[config.mk]
export PLATFORM = sky130hd
export DESIGN_NAME = ppd_fifo
export DESIGN_NICKNAME = d
export VERILOG_FILES = /design/src/sv/ppd_pkg.sv /design/src/sv/ppd_fifo.sv
export SDC_FILE = /design/constraint.sdc
export NUM_CORES = 1
export LEC_CHECK = 0
export ABC_CLOCK_PERIOD_IN_PS = 10450
export BUFFER_PORTS_ARGS = -buffer_cell sky130_fd_sc_hd__buf_2
export CAP_MARGIN = 25
export CORE_MARGIN = 4
export CORE_UTILIZATION = 45
export DETAILED_ROUTE_END_ITERATION = 10
export GPL_ROUTABILITY_DRIVEN = 0
export PLACE_DENSITY = 0.73
export SYNTH_ARGS = -nofsm -noshare
export SYNTH_HDL_FRONTEND = slang
export SYNTH_SLANG_ARGS = --single-unit
export TNS_END_PERCENT = 10
[constraint.sdc]
create_clock -name clk -period 10.45 [get_ports clk]
set_clock_uncertainty 0.05 [all_clocks]
set_input_delay 2.6125 -clock clk [delete_from_list [all_inputs] [get_ports clk]]
set_output_delay 2.6125 -clock clk [all_outputs]
set_load 0.01 [all_outputs]
[src/sv/ppd_pkg.sv]
package ppd_pkg;

    // Item widths fixed by the pixel and result formats
    localparam int RES_W    = 36;   // clamped residual, twelve times input scale
    localparam int RE_W     = 38;   // |Re r13| magnitude
    localparam int IM_W     = 35;   // |Im r13| magnitude
    localparam int NUM_W    = 77;   // |r13|^2 numerator
    localparam int Q_W      = 61;   // quotient kept up to the cap
    localparam int D12_W    = 44;   // power before the divide by twelve
    localparam int P_W      = 62;   // power sum width
    localparam int FIFO_DEPTH = 4;
    localparam int FIFO_AW  = 2;

    localparam logic [Q_W-1:0]  Q_CAP   = {1'b1, {(Q_W-1){1'b0}}};
    localparam logic [P_W-1:0]  SAT_LIM = P_W'(12) << 40;
    localparam logic [39:0]     MAX40   = '1;
    // ceil(2^44 / 3): exact floor division by three for operands below 2^43
    localparam logic [42:0]     RECIP3  = 43'h555_5555_5556;

    typedef struct packed {
        logic [31:0]        c11_power;
        logic [31:0]        c22_power;
        logic [31:0]        c33_power;
        logic signed [31:0] c13_real;
        logic signed [31:0] c13_imag;
        logic signed [31:0] c12_imag;
        logic signed [31:0] c23_imag;
    } pixel_t;

    typedef struct packed {
        logic [39:0]        surface_power;
        logic [39:0]        double_power;
        logic signed [35:0] volume_power;
        logic [32:0]        helix_power;
        logic               saturated;
    } power_t;

    // Payload that rides alongside the division
    typedef struct packed {
        logic [RES_W-1:0]   div;
        logic [RES_W-1:0]   plus;
        logic [RES_W-1:0]   minus;
        logic               swap;
        logic signed [35:0] vol;
        logic [32:0]        helix;
    } carry_t;

    typedef struct packed {
        carry_t             c;
        logic [RE_W-1:0]    re_mag;
        logic [IM_W-1:0]    im_mag;
    } work_t;

    typedef struct packed {
        carry_t             c;
        logic [63:0]        re_ll;
        logic [RE_W-1:0]    re_hl;
        logic [11:0]        re_hh;
        logic [63:0]        im_ll;
        logic [IM_W-1:0]    im_hl;
        logic [5:0]         im_hh;
    } prod_t;

    typedef struct packed {
        carry_t             c;
        logic [NUM_W-1:0]   re2;
        logic [NUM_W-1:0]   im2;
    } sq_t;

    typedef struct packed {
        carry_t             c;
        logic [NUM_W-1:0]   num;
        logic [RES_W-1:0]   rem;
        logic [Q_W-1:0]     q;
        logic               big;
    } dstg_t;

    typedef struct packed {
        logic [D12_W-1:0]   s_num;
        logic               s_sat;
        logic [D12_W-1:0]   d_num;
        logic               d_sat;
        logic signed [35:0] vol;
        logic [32:0]        helix;
    } tstg_t;

    // Partial products of a quarter power and the reciprocal of three
    typedef struct packed {
        logic [42:0]        hh;
        logic [41:0]        hl;
        logic [42:0]        lh;
        logic [41:0]        ll;
    } recip_t;

    typedef struct packed {
        recip_t             s_prod;
        logic               s_sat;
        recip_t             d_prod;
        logic               d_sat;
        logic signed [35:0] vol;
        logic [32:0]        helix;
    } mstg_t;

endpackage

[src/sv/ppd_fifo.sv]
module ppd_fifo import ppd_pkg::*; (
    input  logic  clk,
    input  logic  rst_n,
    input  logic  push,
    input  work_t wdata,
    output logic  full,
    input  logic  pop,
    output work_t rdata,
    output logic  empty
);

    work_t              mem [FIFO_DEPTH];
    work_t              rdata_reg;
    logic [FIFO_AW-1:0] wptr_reg, wptr_next;
    logic [FIFO_AW-1:0] rptr_reg, rptr_next;
    logic [FIFO_AW:0]   cnt_reg, cnt_next;

    assign full  = cnt_reg == (FIFO_AW+1)'(FIFO_DEPTH);
    assign empty = cnt_reg == '0;
    assign rdata = rdata_reg;

    always_comb
    begin
        wptr_next = push ? wptr_reg + 1'b1 : wptr_reg;
        rptr_next = pop ? rptr_reg + 1'b1 : rptr_reg;
        cnt_next  = cnt_reg + (FIFO_AW+1)'(push) - (FIFO_AW+1)'(pop);
    end

    always_ff @(posedge clk or negedge rst_n)
    begin
        if (!rst_n)
        begin
            wptr_reg <= '0;
            rptr_reg <= '0;
            cnt_reg  <= '0;
        end
        else
        begin
            wptr_reg <= wptr_next;
            rptr_reg <= rptr_next;
            cnt_reg  <= cnt_next;
        end
    end

    // The popped request appears on rdata the cycle after pop
    always_ff @(posedge clk)
    begin
        if (push)
        begin
            mem[wptr_reg] <= wdata;
        end
        if (pop)
        begin
            rdata_reg <= mem[rptr_reg];
        end
    end

endmodule

Word-level counts from Yosys, hierarchy flattened
Memories as Yosys holds them, arrays and structs flattened. A register that Yosys moved wholly into a read port is not among the register bits.
Index checks and enable logic that the tools add are counted.
{ "op_classes": {"n_reduce_logical": 1, "eq_ne": 1, "add_sub_neg": 4, "n_mux": 2} }
{ "op_table": {"columns": ["operator", "count"], "rows": [
  ["$add 2x1->2 const B", 2],
  ["$add 3x1->3", 1],
  ["$eq 3x3->1 const B", 1],
  ["$logic_not 3->1", 1],
  ["$sub 3x1->3", 1],
  ["$mux 1", 2]
]} }
{ "totals": {"ram_bits": 1004, "input_bits": 255, "out_inout_bits": 253, "memories": 1, "elab_cells": 12, "register_bits": 7} }
{ "mem_list": {"columns": ["name", "words", "width", "read_ports", "rd_clocked_by_memory_dff", "wr", "line_no", "source"], "rows": [
  ["mem", 4, 251, 1, 1, 1, "ppd_fifo.sv:12", "work_t mem [FIFO_DEPTH];"]
]} }

Depth between registers and ports, before layout
Gate-level depths: netlist (run 1).
{ "logic_depth": {"depth_word": 2, "ltp_mapped": 6} }

Worst setup path after synthesis (run 1)
OpenSTA, ideal clock, no wires.
{ "synth_path": {"path_kind": "input to register", "start": "in push", "end": "mem mem[0][0] in the netlist's numbering (enable)", "slack_ns": 1.471, "t_required_ns": 9.757, "path_stages": 1, "t_arrival_ns": 8.287, "path_buffers": 0, "path_cell_list": "and2_1"} }
{ "synth_between": {"elab_chain_cells": 2} }
{ "synth_lines": {"columns": ["element", "line_no", "source"], "rows": [
  ["start: declaration", "ppd_fifo.sv:4", "input logic push,"],
  ["$mux 1", "ppd_fifo.sv:48", "if (push)"],
  ["$mux 1 (not written as such)", "ppd_fifo.sv:50", "mem[wptr_reg] <= wdata;"],
  ["end: declaration", "ppd_fifo.sv:12", null]
]} }
No other way between the ends.

Worst setup path in the final report (run 1)
{ "layout_path": {"start": "in push", "end": "mem mem[0][127] in the netlist's numbering (enable)"} }
The elaborated chain is that of the path after synthesis.

==> impl_results.md, run 1 <==
- Status: finished, violations left
- Failing checks: slew limit
- Final nets: 2,460
- Most used cell, CP: buf_4
- Hold/Removal Path Class: reg -> reg
- Leakage: 17.7 nW
- Crit Reg-Reg Endpoint: rdata[106]
- Layout cell share with drive strength beyond 1: 41.8%
- Flop-to-flop setup slack: 7.16 ns
- CP delay by family, top: buffers and inverters
- Fillers: 7,208
- Sequential fraction of the synthesis area: 85.8%
- Initial drt markers: 1,440
- CTS hold repair buffers: 0
- Die Height: 321 um
- Vias per std cell: 5.29
- DIE WIDTH: 321 um
- Hold EP: wptr_reg[0]
- Cts bufs inserted: 130
- Total number of vias: 19,000
- Clock buffer depth: 3
- Setup TNS: 0 ns
- Max FFs per register: 1,004
- Critical path's slowest cell: buf_4
- DRT antenna net count: 0
- Gr usage total: 16.9%
- Initial Util: 45.5%
- Worst slew margin: -2.22%
- Yosys cell types: 17
- Final wirelength: 87,200 um
- Syn Std Cell Area: 44,100 sq um
- Sequential Area: 37,900 sq um
- Cells after Synth: 1,596
- Fin. max-slew vios: 27
- Global-route wire length before repair: 130,000 um
- Fin crit share: 44.9%
- Max Freq: 213 MHz
- Clk sinks: 1,262
- Vias in the first global route: 20,300
- Seq cells post-synth: 1,262
- PortBufs: 507
- Area share of the largest cell type after synthesis: 85.4%
- # IOs: 508
- Synth area leaders: edfxtp_1 85%, mux4_2 13%, buf_6 0.51%, dfrtp_1 0.40%, buf_2 0.33%
- Arr. time, crit path: 4.97 ns
- DR WL/cell: 24.2 um
- Final Instance Area: 52,400 sq um
- DPL Wire Length: 51,200 um
- Initial antenna violation count: 32
- CP peak stage delay: 0.81 ns
- Clock Latency Late Sink: 0.72 ns
- Yosys warnings: 0
- Unrepaired setup endpoints after global routing: false
- R2r startpoint: rptr_reg[0]
- Final hold violations: 0
- Final setup viols: 0
- CP Capture Type: flip-flop
- Largest net degree at the start of global routing: 144
- FF-to-FF path depth: 3
- CP Launch Type: input pin
- Clock Tree Root: clkbuf_16
- Maxcap violations: 0
- Least-Margin Pin Slew: 1.53 ns
- Peak fanout along the critical path: 62
- Core region area: 97,000 sq um
- Peak VDD IR: 0.234 mV
- Die Footprint: 103,000 sq um
- Fin crit period: 4.69 ns
- Worst hold path cell count: 1
- Post-synth net total: 1,858
- WP buf/inv: 3
- H-tree levels: 4
- Gr ovfl total: 0
- Critical path class: in -> reg
- Pre-Repair DR Iteration Count: 5
- Hold path start: wptr_reg[0]
- Row count: 114
- Post-CTS setup buffer count: 0
- DP Area: 48,100 sq um
- Cell taking the most area after synthesis: edfxtp_1
- Final Hold Slack: 0.484 ns
- CTS clk-pin slew, worst paths: 0.06 ns
- Area delta synth->final: 18.9%
- Crit-path cells: buf_2 > and2_4 > buf_4 > buf_4
- CTS tree: built
- Pwr Density: 283 nW/um^2
- Remaining DRCs: 0
- Combined area of the multi-input logic cells: 5850 sq um
- Mapped Avg Cell Area: 27.6 sq um
- Resized Gates After CTS: 0
- CP required: 10.73 ns
-- per-layer routing --
metal  vias to the layer above  GRT usage, %  wire length, um
met1                      9915          21.5            32900
met3                       189          6.24             8510
li1                       8142             -                -
met4                        28          5.82             2330
met5                         -             0              183
met2                       744          27.3            43300
-- cell type report --
class | count | area share, %
sequential | 1262 | 72.2
clock inverter | 69 | 1.56
tap | 1276 | 3.04
timing repair buffer | 526 | 5.33
antenna | 27 | 0.129
inverter | 6 | 0.0429
multi-input combinational | 272 | 11.2
clock buffer | 159 | 6.53
-- Yosys cell counts, drive strengths merged --
master and n:
inv 6, ha 6, fa 1, xnor2 2, edfxtp 1255, xor2 3, and2 4, nor3 1
dfrtp 7, o21ai 1, mux4 251, and3 1, buf 50, clkbuf 6, nand2 2
-- report_power, final --
part	switching [W]	internal, W
Sequential	0.000357	0.00698
Clock	0.00189	0.00265
Combinational	0.00161	0.00135
Total	0.00386	0.0110
-- logic make-up (layout without fill, tap and decap cells) --
logic type               after synthesis  after routing  synth area share, %
other                                  0             27                    0
flip-flops                          1262           1262                 85.8
multiplexers                         251            251                 12.8
buffers and inverters                 62            760                0.958
AO/OA/AOI/OAI                          1              1               0.0113
AND/OR/NAND/NOR                        8              8               0.0992
adder cells (fa/ha/maj)                7              7                0.216
XOR/XNOR                               5              5               0.0993
-- cells in the final DEF (no fill, tap or decap) --
cell,Yosys,routed
ha_1,6,6
clkbuf_16,0,133
xnor2_1,2,2
buf_4,1,11
clkinv_8,0,5
dfrtp_4,0,2
diode_2,0,27
inv_1,6,6
clkbuf_1,6,26
clkinv_1,0,26
and2_4,0,4
inv_16,0,3
mux4_2,251,251
clkinv_2,0,12
buf_2,29,506
fa_1,1,1
clkinv_16,0,3
clkinv_4,0,3
edfxtp_1,1255,1255
nor3_1,1,1
inv_6,0,2
o21ai_0,1,1
buf_12,0,7
and3_1,1,1
buf_16,0,1
dfrtp_1,7,5
buf_8,0,1
xor2_1,3,3
clkinvlp_4,0,3
nand2_1,2,2
bufinv_16,0,12
-- how the worst max path moves through the flow --
stage	startpoint	endpoint	slack, ns	depth (start not counted)
CTS	push	mem[0][176]	5.75	4
detailed placement	push	mem[0][177]	4.95	4
finish	push	mem[0][127]	5.76	4
global route	push	mem[0][177]	5.63	4
global placement	push	mem[0][177]	5.00	4
floorplan	push	mem[0][0]	1.47	1
-- through the flow --
step                      worst slack [ns]  util [%]  power, W  cells
final                                 5.76      54.1    0.0148   3597
after global routing                  5.63      54.0    0.0155   3578
after CTS                             5.75      54.0    0.0151   3569
after detailed placement              4.95      49.6    0.0105   3341
after global placement                5.00      49.6    0.0104   3341
after floorplan                       1.47         -   0.00954   1596
(Power assumes the default switching activity.)
==> inputs of run 2 (changes only) <==
ABC_CLOCK_PERIOD_IN_PS = 4400   (was 10450)
clock period = 4.4 ns   (was 10.45 ns; I/O delays follow)
==> run 2 against run 1 <==
Compared with the run above:
- the run now ends clean
- count of clock-buffer cells in the layout decreased by 9
- via count about the same
- power increased by 130%
- sequential cell count unchanged
- first-iteration DRC count increased by 22%
- die area unchanged
- sequential share of layout area increased by 0.12 points
- core utilization decreased by 0.089 points
- clock power increased by 120%
- critical path depth decreased by 2
==> impl_results.md, run 2 (synthesized netlist as in run 1, its figures left out) <==
- Cts bufs inserted: 119 (-8.5%)
- Part of the power in the clock network: 28.6% (-2.0 points)
- Placed insts: 3,370 (+0.87%)
- CTS tree: built
- Arr. time, crit path: 1.66 ns (-3.31 ns)
- Pwr Density: 661 nW/um^2 (+130%)
- PortBufs: 507 (unchanged)
- Resized Gates After CTS: 0 (unchanged)
- Final hold violations: 0 (unchanged)
- Core region area: 97,000 sq um (unchanged)
- Worst slew margin: 34.7% (+37 points)
- Initial Util: 45.5% (unchanged)
- DPL Wire Length: 55,300 um (+8.0%)
- Final Hold Slack: 0.206 ns (-0.278 ns)
- CP delay by family, top: flip-flops
- Gr usage total: 17.4% (+0.47 points)
- Seq pwr share: 50.6% (+1.2 points)
- Dpl ws: 1.51 ns (-3.44 ns)
- Global-route wire length before repair: 133,000 um (+2.5%)
- Max FFs per register: 1,004 (unchanged)
- DRT antenna net count: 0 (unchanged)
- CTS clk-pin slew, worst paths: 0.07 ns (about the same)
- Leading cell type in the layout, fill and taps excluded: edfxtp_1
- Most frequent cells in the layout: 1,255 x edfxtp_1, 506 x buf_2, 251 x mux4_2
- Status: complete, no violations
- Final wirelength: 90,300 um (+3.6%)
- Final setup viols: 0 (unchanged)
- Initial drt markers: 1,750 (+22%)
- Die Footprint: 103,000 sq um (unchanged)
- Crit-path cells: nor3_1 > buf_2
- Row count: 114 (unchanged)
- Vias per std cell: 5.26 (-0.55%)
- Sequential Area: 37,900 sq um (unchanged)
- Post-route setup slack: 1.59 ns (-4.17 ns)
- Maxcap violations: 0 (unchanged)
- Leakage: 17.6 nW (about the same)
- Final nets: 2,477 (+0.69%)
- Comb pwr share: 20.8% (+0.8 points)
- CTS hold repair buffers: 0 (unchanged)
- P_sw: 0.00903 W (+130%)
- DP Area: 48,500 sq um (+0.79%)
- Vias in the first global route: 20,300 (+0.12%)
- Peak VDD IR: 0.432 mV (+84%)
- CP Capture Type: primary output
- Fillers: 7,205 (-0.042%)
- Non-filler cells, final: 3,620 (+0.64%)
- H-tree levels: 3 (-1)
- DR WL/cell: 25.0 um (+2.9%)
- Peak fanout along the critical path: 3 (-95%)
- Initial antenna violation count: 41 (+28%)
- # IOs: 508 (unchanged)
- Pre-Repair DR Iteration Count: 5 (unchanged)
- Hold/Removal Path Class: in -> async
- Critical path's slowest cell: dfrtp_1
- Switching share of total power: 26.1% (+0.097 points)
- CP Launch Type: flip-flop
- CP required: 3.25 ns (-7.48 ns)
- Total number of vias: 19,000 (+0.084%)
- Critical path class: reg -> out
- Fin. max-slew vios: 0 (-100%)
- Unrepaired setup endpoints after global routing: false
- Clk sinks: 1,262 (unchanged)
- Fin crit share: 63.9%
- Layout cell share with drive strength beyond 1: 42.4% (+0.56 points)
- Fin crit period: 2.81 ns
- Die Height: 321 um (unchanged)
- DIE WIDTH: 321 um (unchanged)
- Gr ovfl total: 0 (unchanged)
- Least-Margin Pin Slew: 0.979 ns (-0.554 ns)
- WP buf/inv: 1 (-2)
- Max Freq: 356 MHz
- Largest net degree at the start of global routing: 127 (-12%)
- Clock Tree Root: clkbuf_16
- Clock buffer depth: 3 (unchanged)
- Int Power: 0.0256 W (+130%)
- Remaining DRCs: 0 (unchanged)
- Post-CTS setup buffer count: 0 (unchanged)
- Clock Latency Late Sink: 0.68 ns (-0.04 ns)
- Combined area of the multi-input logic cells: 5850 sq um (unchanged)
- Area delta synth->final: 18.7%
- Final Instance Area: 52,400 sq um (-0.16%)
- CP peak stage delay: 0.40 ns (-0.41 ns)
[run 2: path summary, 6_finish.rpt]
path,cells after the start,slack (ns),end,from
setup / recovery,2,1.59,empty,cnt_reg[1]
hold / removal,1,0.21,wptr_reg[0],rst_n
setup reg to reg,2,1.96,rdata[183],rptr_reg[0]
hold reg to reg,1,0.51,wptr_reg[0],wptr_reg[0]
max in group asynchronous,1,3.89,rptr_reg[0],rst_n
min in group clk,1,0.51,wptr_reg[0],wptr_reg[0]
[run 2: power by group through the flow]
stage | Sequential, W | Clock (W) | Combinational, W
2_1_floorplan | 0.0178 | 0 | 0.00449
3_3_place_gp | 0.0176 | 0 | 0.00721
3_5_place_dp | 0.0178 | 0 | 0.00735
4_1_cts | 0.0176 | 0.0101 | 0.00740
5_1_grt | 0.0177 | 0.0107 | 0.00774
6_report | 0.0175 | 0.00989 | 0.00721
[run 2: layer usage]
metal  vias up  GRT usage [%]  wire length [um]
met3       159           5.71              8150
met5         -              0               236
met1      9941           22.8             34800
li1       8199              -                 -
met2       701           28.0             45000
met4        34           5.59              2120
[run 2: area by class of cell]
class,instances,share of cell area [%]
well taps,1276,3.05
multi-input cells,272,11.2
clock buffers,150,5.99
repair buffers,554,6.02
inverters,6,0.0430
clock inverters,69,1.25
diodes,31,0.148
flip-flops and latches,1262,72.3
[run 2: metrics by stage]
| step | setup TNS, ns | utilization (%) | power (W) |
|---|---|---|---|
| after floorplan | -142.81 | - | 0.0223 |
| after global placement | 0 | 50.0 | 0.0248 |
| after detailed placement | 0 | 50.0 | 0.0251 |
| after CTS | 0 | 53.9 | 0.0351 |
| after global routing | 0 | 53.9 | 0.0361 |
| final | 0 | 54.0 | 0.0346 |
==> inputs of run 3 (changes only) <==
ABC_CLOCK_PERIOD_IN_PS = 2700   (was 4400)
clock period = 2.7 ns   (was 4.4 ns; I/O delays follow)
==> run 3 against run 2 <==
Compared with the run above:
- critical path depth is the same
- first-iteration DRC count shrank 12%
- worst hold slack lost 0.090 ns
- die area is the same
- via count grew 0.60%
- setup slack lost 1.3 ns
- combinational power grew 72%
- routed wire length shrank 0.72%
- count of clock-buffer cells in the layout grew 7
- critical path type unchanged
- critical endpoint unchanged
==> impl_results.md, run 3 (synthesized netlist as in run 1, its figures left out) <==
- Status: complete, no violations
- Max FFs per register: 1,004 (unchanged)
- Fin util: 54.7% (+0.75 points)
- Core region area: 97,000 sq um (unchanged)
- Hold path start: wdata[112]
- R2r startpoint: rptr_reg[0]
- Sequential Area: 37,900 sq um (unchanged)
- Pwr Density: 1090 nW/um^2 (+64%)
- Die Footprint: 103,000 sq um (unchanged)
- Final setup viols: 0 (unchanged)
- Vias in the first global route: 20,700 (+1.9%)
- Global-route wire length before repair: 133,000 um (+0.24%)
- Setup TNS: 0 ns (unchanged)
- Clock Latency Late Sink: 0.72 ns (+0.04 ns)
- CP Launch Type: flip-flop
- Largest net degree at the start of global routing: 75 (-41%)
- Pre-Repair DR Iteration Count: 5 (unchanged)
- CTS tree: built
- Fin. max-slew vios: 0 (unchanged)
- Crit. Startpoint: cnt_reg[1]
- Initial drt markers: 1,543 (-12%)
- DIE WIDTH: 321 um (unchanged)
- Unrepaired setup endpoints after global routing: false
- Least-Margin Pin Slew: 0.560 ns (-0.419 ns)
- DR WL/cell: 24.6 um (-1.5%)
- Area delta synth->final: 20.3%
- CP required: 1.98 ns (-1.27 ns)
- Fin crit period: 2.40 ns
- Combined area of the multi-input logic cells: 5860 sq um (about the same)
- DP Area: 48,900 sq um (+0.80%)
- Gr usage total: 17.4% (+0.036 points)
- Layout cell share with drive strength beyond 1: 42.8% (+0.48 points)
- Gr ovfl total: 0 (unchanged)
- Vias per std cell: 5.25 (-0.23%)
- Initial Util: 45.5% (unchanged)
- Maxcap violations: 0 (unchanged)
- CTS clk-pin slew, worst paths: 0.06 ns (about the same)
- Max layer used: met5
- Cts bufs inserted: 130 (+9.2%)
- # IOs: 508 (unchanged)
- Fillers: 7,063 (-2.0%)
- Placed insts: 3,385 (+0.45%)
- Die Height: 321 um (unchanged)
- Clock Tree Root: clkbuf_16
- Total power: 0.0576 W (+67%)
- Max Freq: 416 MHz
- Final wirelength: 89,700 um (-0.72%)
- Arr. time, crit path: 1.68 ns (+0.02 ns)
- Final nets: 2,504 (+1.1%)
- Final Instance Area: 53,100 sq um (+1.4%)
- Final hold violations: 0 (unchanged)
- DPL Wire Length: 55,500 um (+0.19%)
- Leading cell type in the layout, fill and taps excluded: edfxtp_1
- PortBufs: 507 (unchanged)
- Initial antenna violation count: 45 (+9.8%)
- Non-filler cells, final: 3,650 (+0.83%)
- Wire length on met3: 9020 um (+11%)
- Routed wl met2: 45,000 um (about the same)
- DRT antenna net count: 0 (unchanged)
- Peak VDD IR: 0.840 mV (+94%)
- H-tree levels: 4 (+1)
- Clk sinks: 1,262 (unchanged)
- Peak fanout along the critical path: 3 (unchanged)
- Hold/Removal Path Class: in -> reg
- CP Capture Type: primary output
- Clock buffer depth: 3 (unchanged)
- Remaining DRCs: 0 (unchanged)
- Critical path class: reg -> out
- Leakage: 18.0 nW (+1.7%)
- Met1 WL: 33,000 um (-5.2%)
- Worst slew margin: 62.7% (+28 points)
- Total number of vias: 19,100 (+0.60%)
- Row count: 114 (unchanged)
- Most frequent cells in the layout: 1,255 x edfxtp_1, 506 x buf_2, 251 x mux4_2
- Fin crit share: 89.0%
[run 3: cell count changes in the layout (fill, tap and decap cells not counted), sizes merged]
cell / before / now
dlygate4sd3: 0 / 1
bufinv: 11 / 9
inv: 11 / 15
buf: 554 / 569
clkinv: 48 / 51
clkbuf: 150 / 157
diode: 31 / 33
[run 3: final timing paths]
check,endpoint,cells after the start,slack [ns]
min in group asynchronous,wptr_reg[0],2,0.36
hold reg to reg,wptr_reg[0],1,0.48
hold / removal,mem[0][112],1,0.12
setup reg to reg,rdata[174],2,0.75
setup / recovery,empty,2,0.30
max in group asynchronous,rptr_reg[1],2,2.05
[run 3: worst max-delay path: stages, from the launching register on]
cell     delay, ns
dfrtp_1       0.41
nor3_2        0.35
buf_2         0.21
[run 3: routing by layer]
metal,vias up,track usage [%]
li1,8246,-
met1,10000,21.1
met2,671,28.5
met3,186,7.30
met4,30,6.14
met5,-,0
[run 3: layout make-up]
class	instances	share of cell area [%]
Sequential cell	1262	71.3
Inverter	6	0.0424
Clock buffer	157	6.32
Clock inverter	74	1.44
Multi-Input combinational cell	272	11.0
Antenna cell	33	0.156
Timing Repair Buffer	570	6.68
Tap cell	1276	3.01
[run 3: through the flow]
| step | hold slack, ns | setup slack, ns |
|---|---|---|
| 2_1_floorplan | 0.329 | -0.223 |
| 3_3_place_gp | 0.459 | 0.401 |
| 3_5_place_dp | 0.473 | 0.477 |
| 4_1_cts | 0.0464 | 0.182 |
| 5_1_grt | 0.0668 | 0.161 |
| 6_report | 0.115 | 0.296 |
[run 3: timing repair]
item | CTS | global route
setup buffers | 0 | 0
hold endpoints to repair | 7 | 0
hold buffers | 1 | 0
setup endpoints to repair | 1 | 0
gates resized for setup | 1 | 0
[run 3: power by group]
group          switching (W)  internal (W)
logic                0.00654       0.00583
clock network        0.00726       0.00983
registers            0.00125        0.0269
total                 0.0150        0.0426
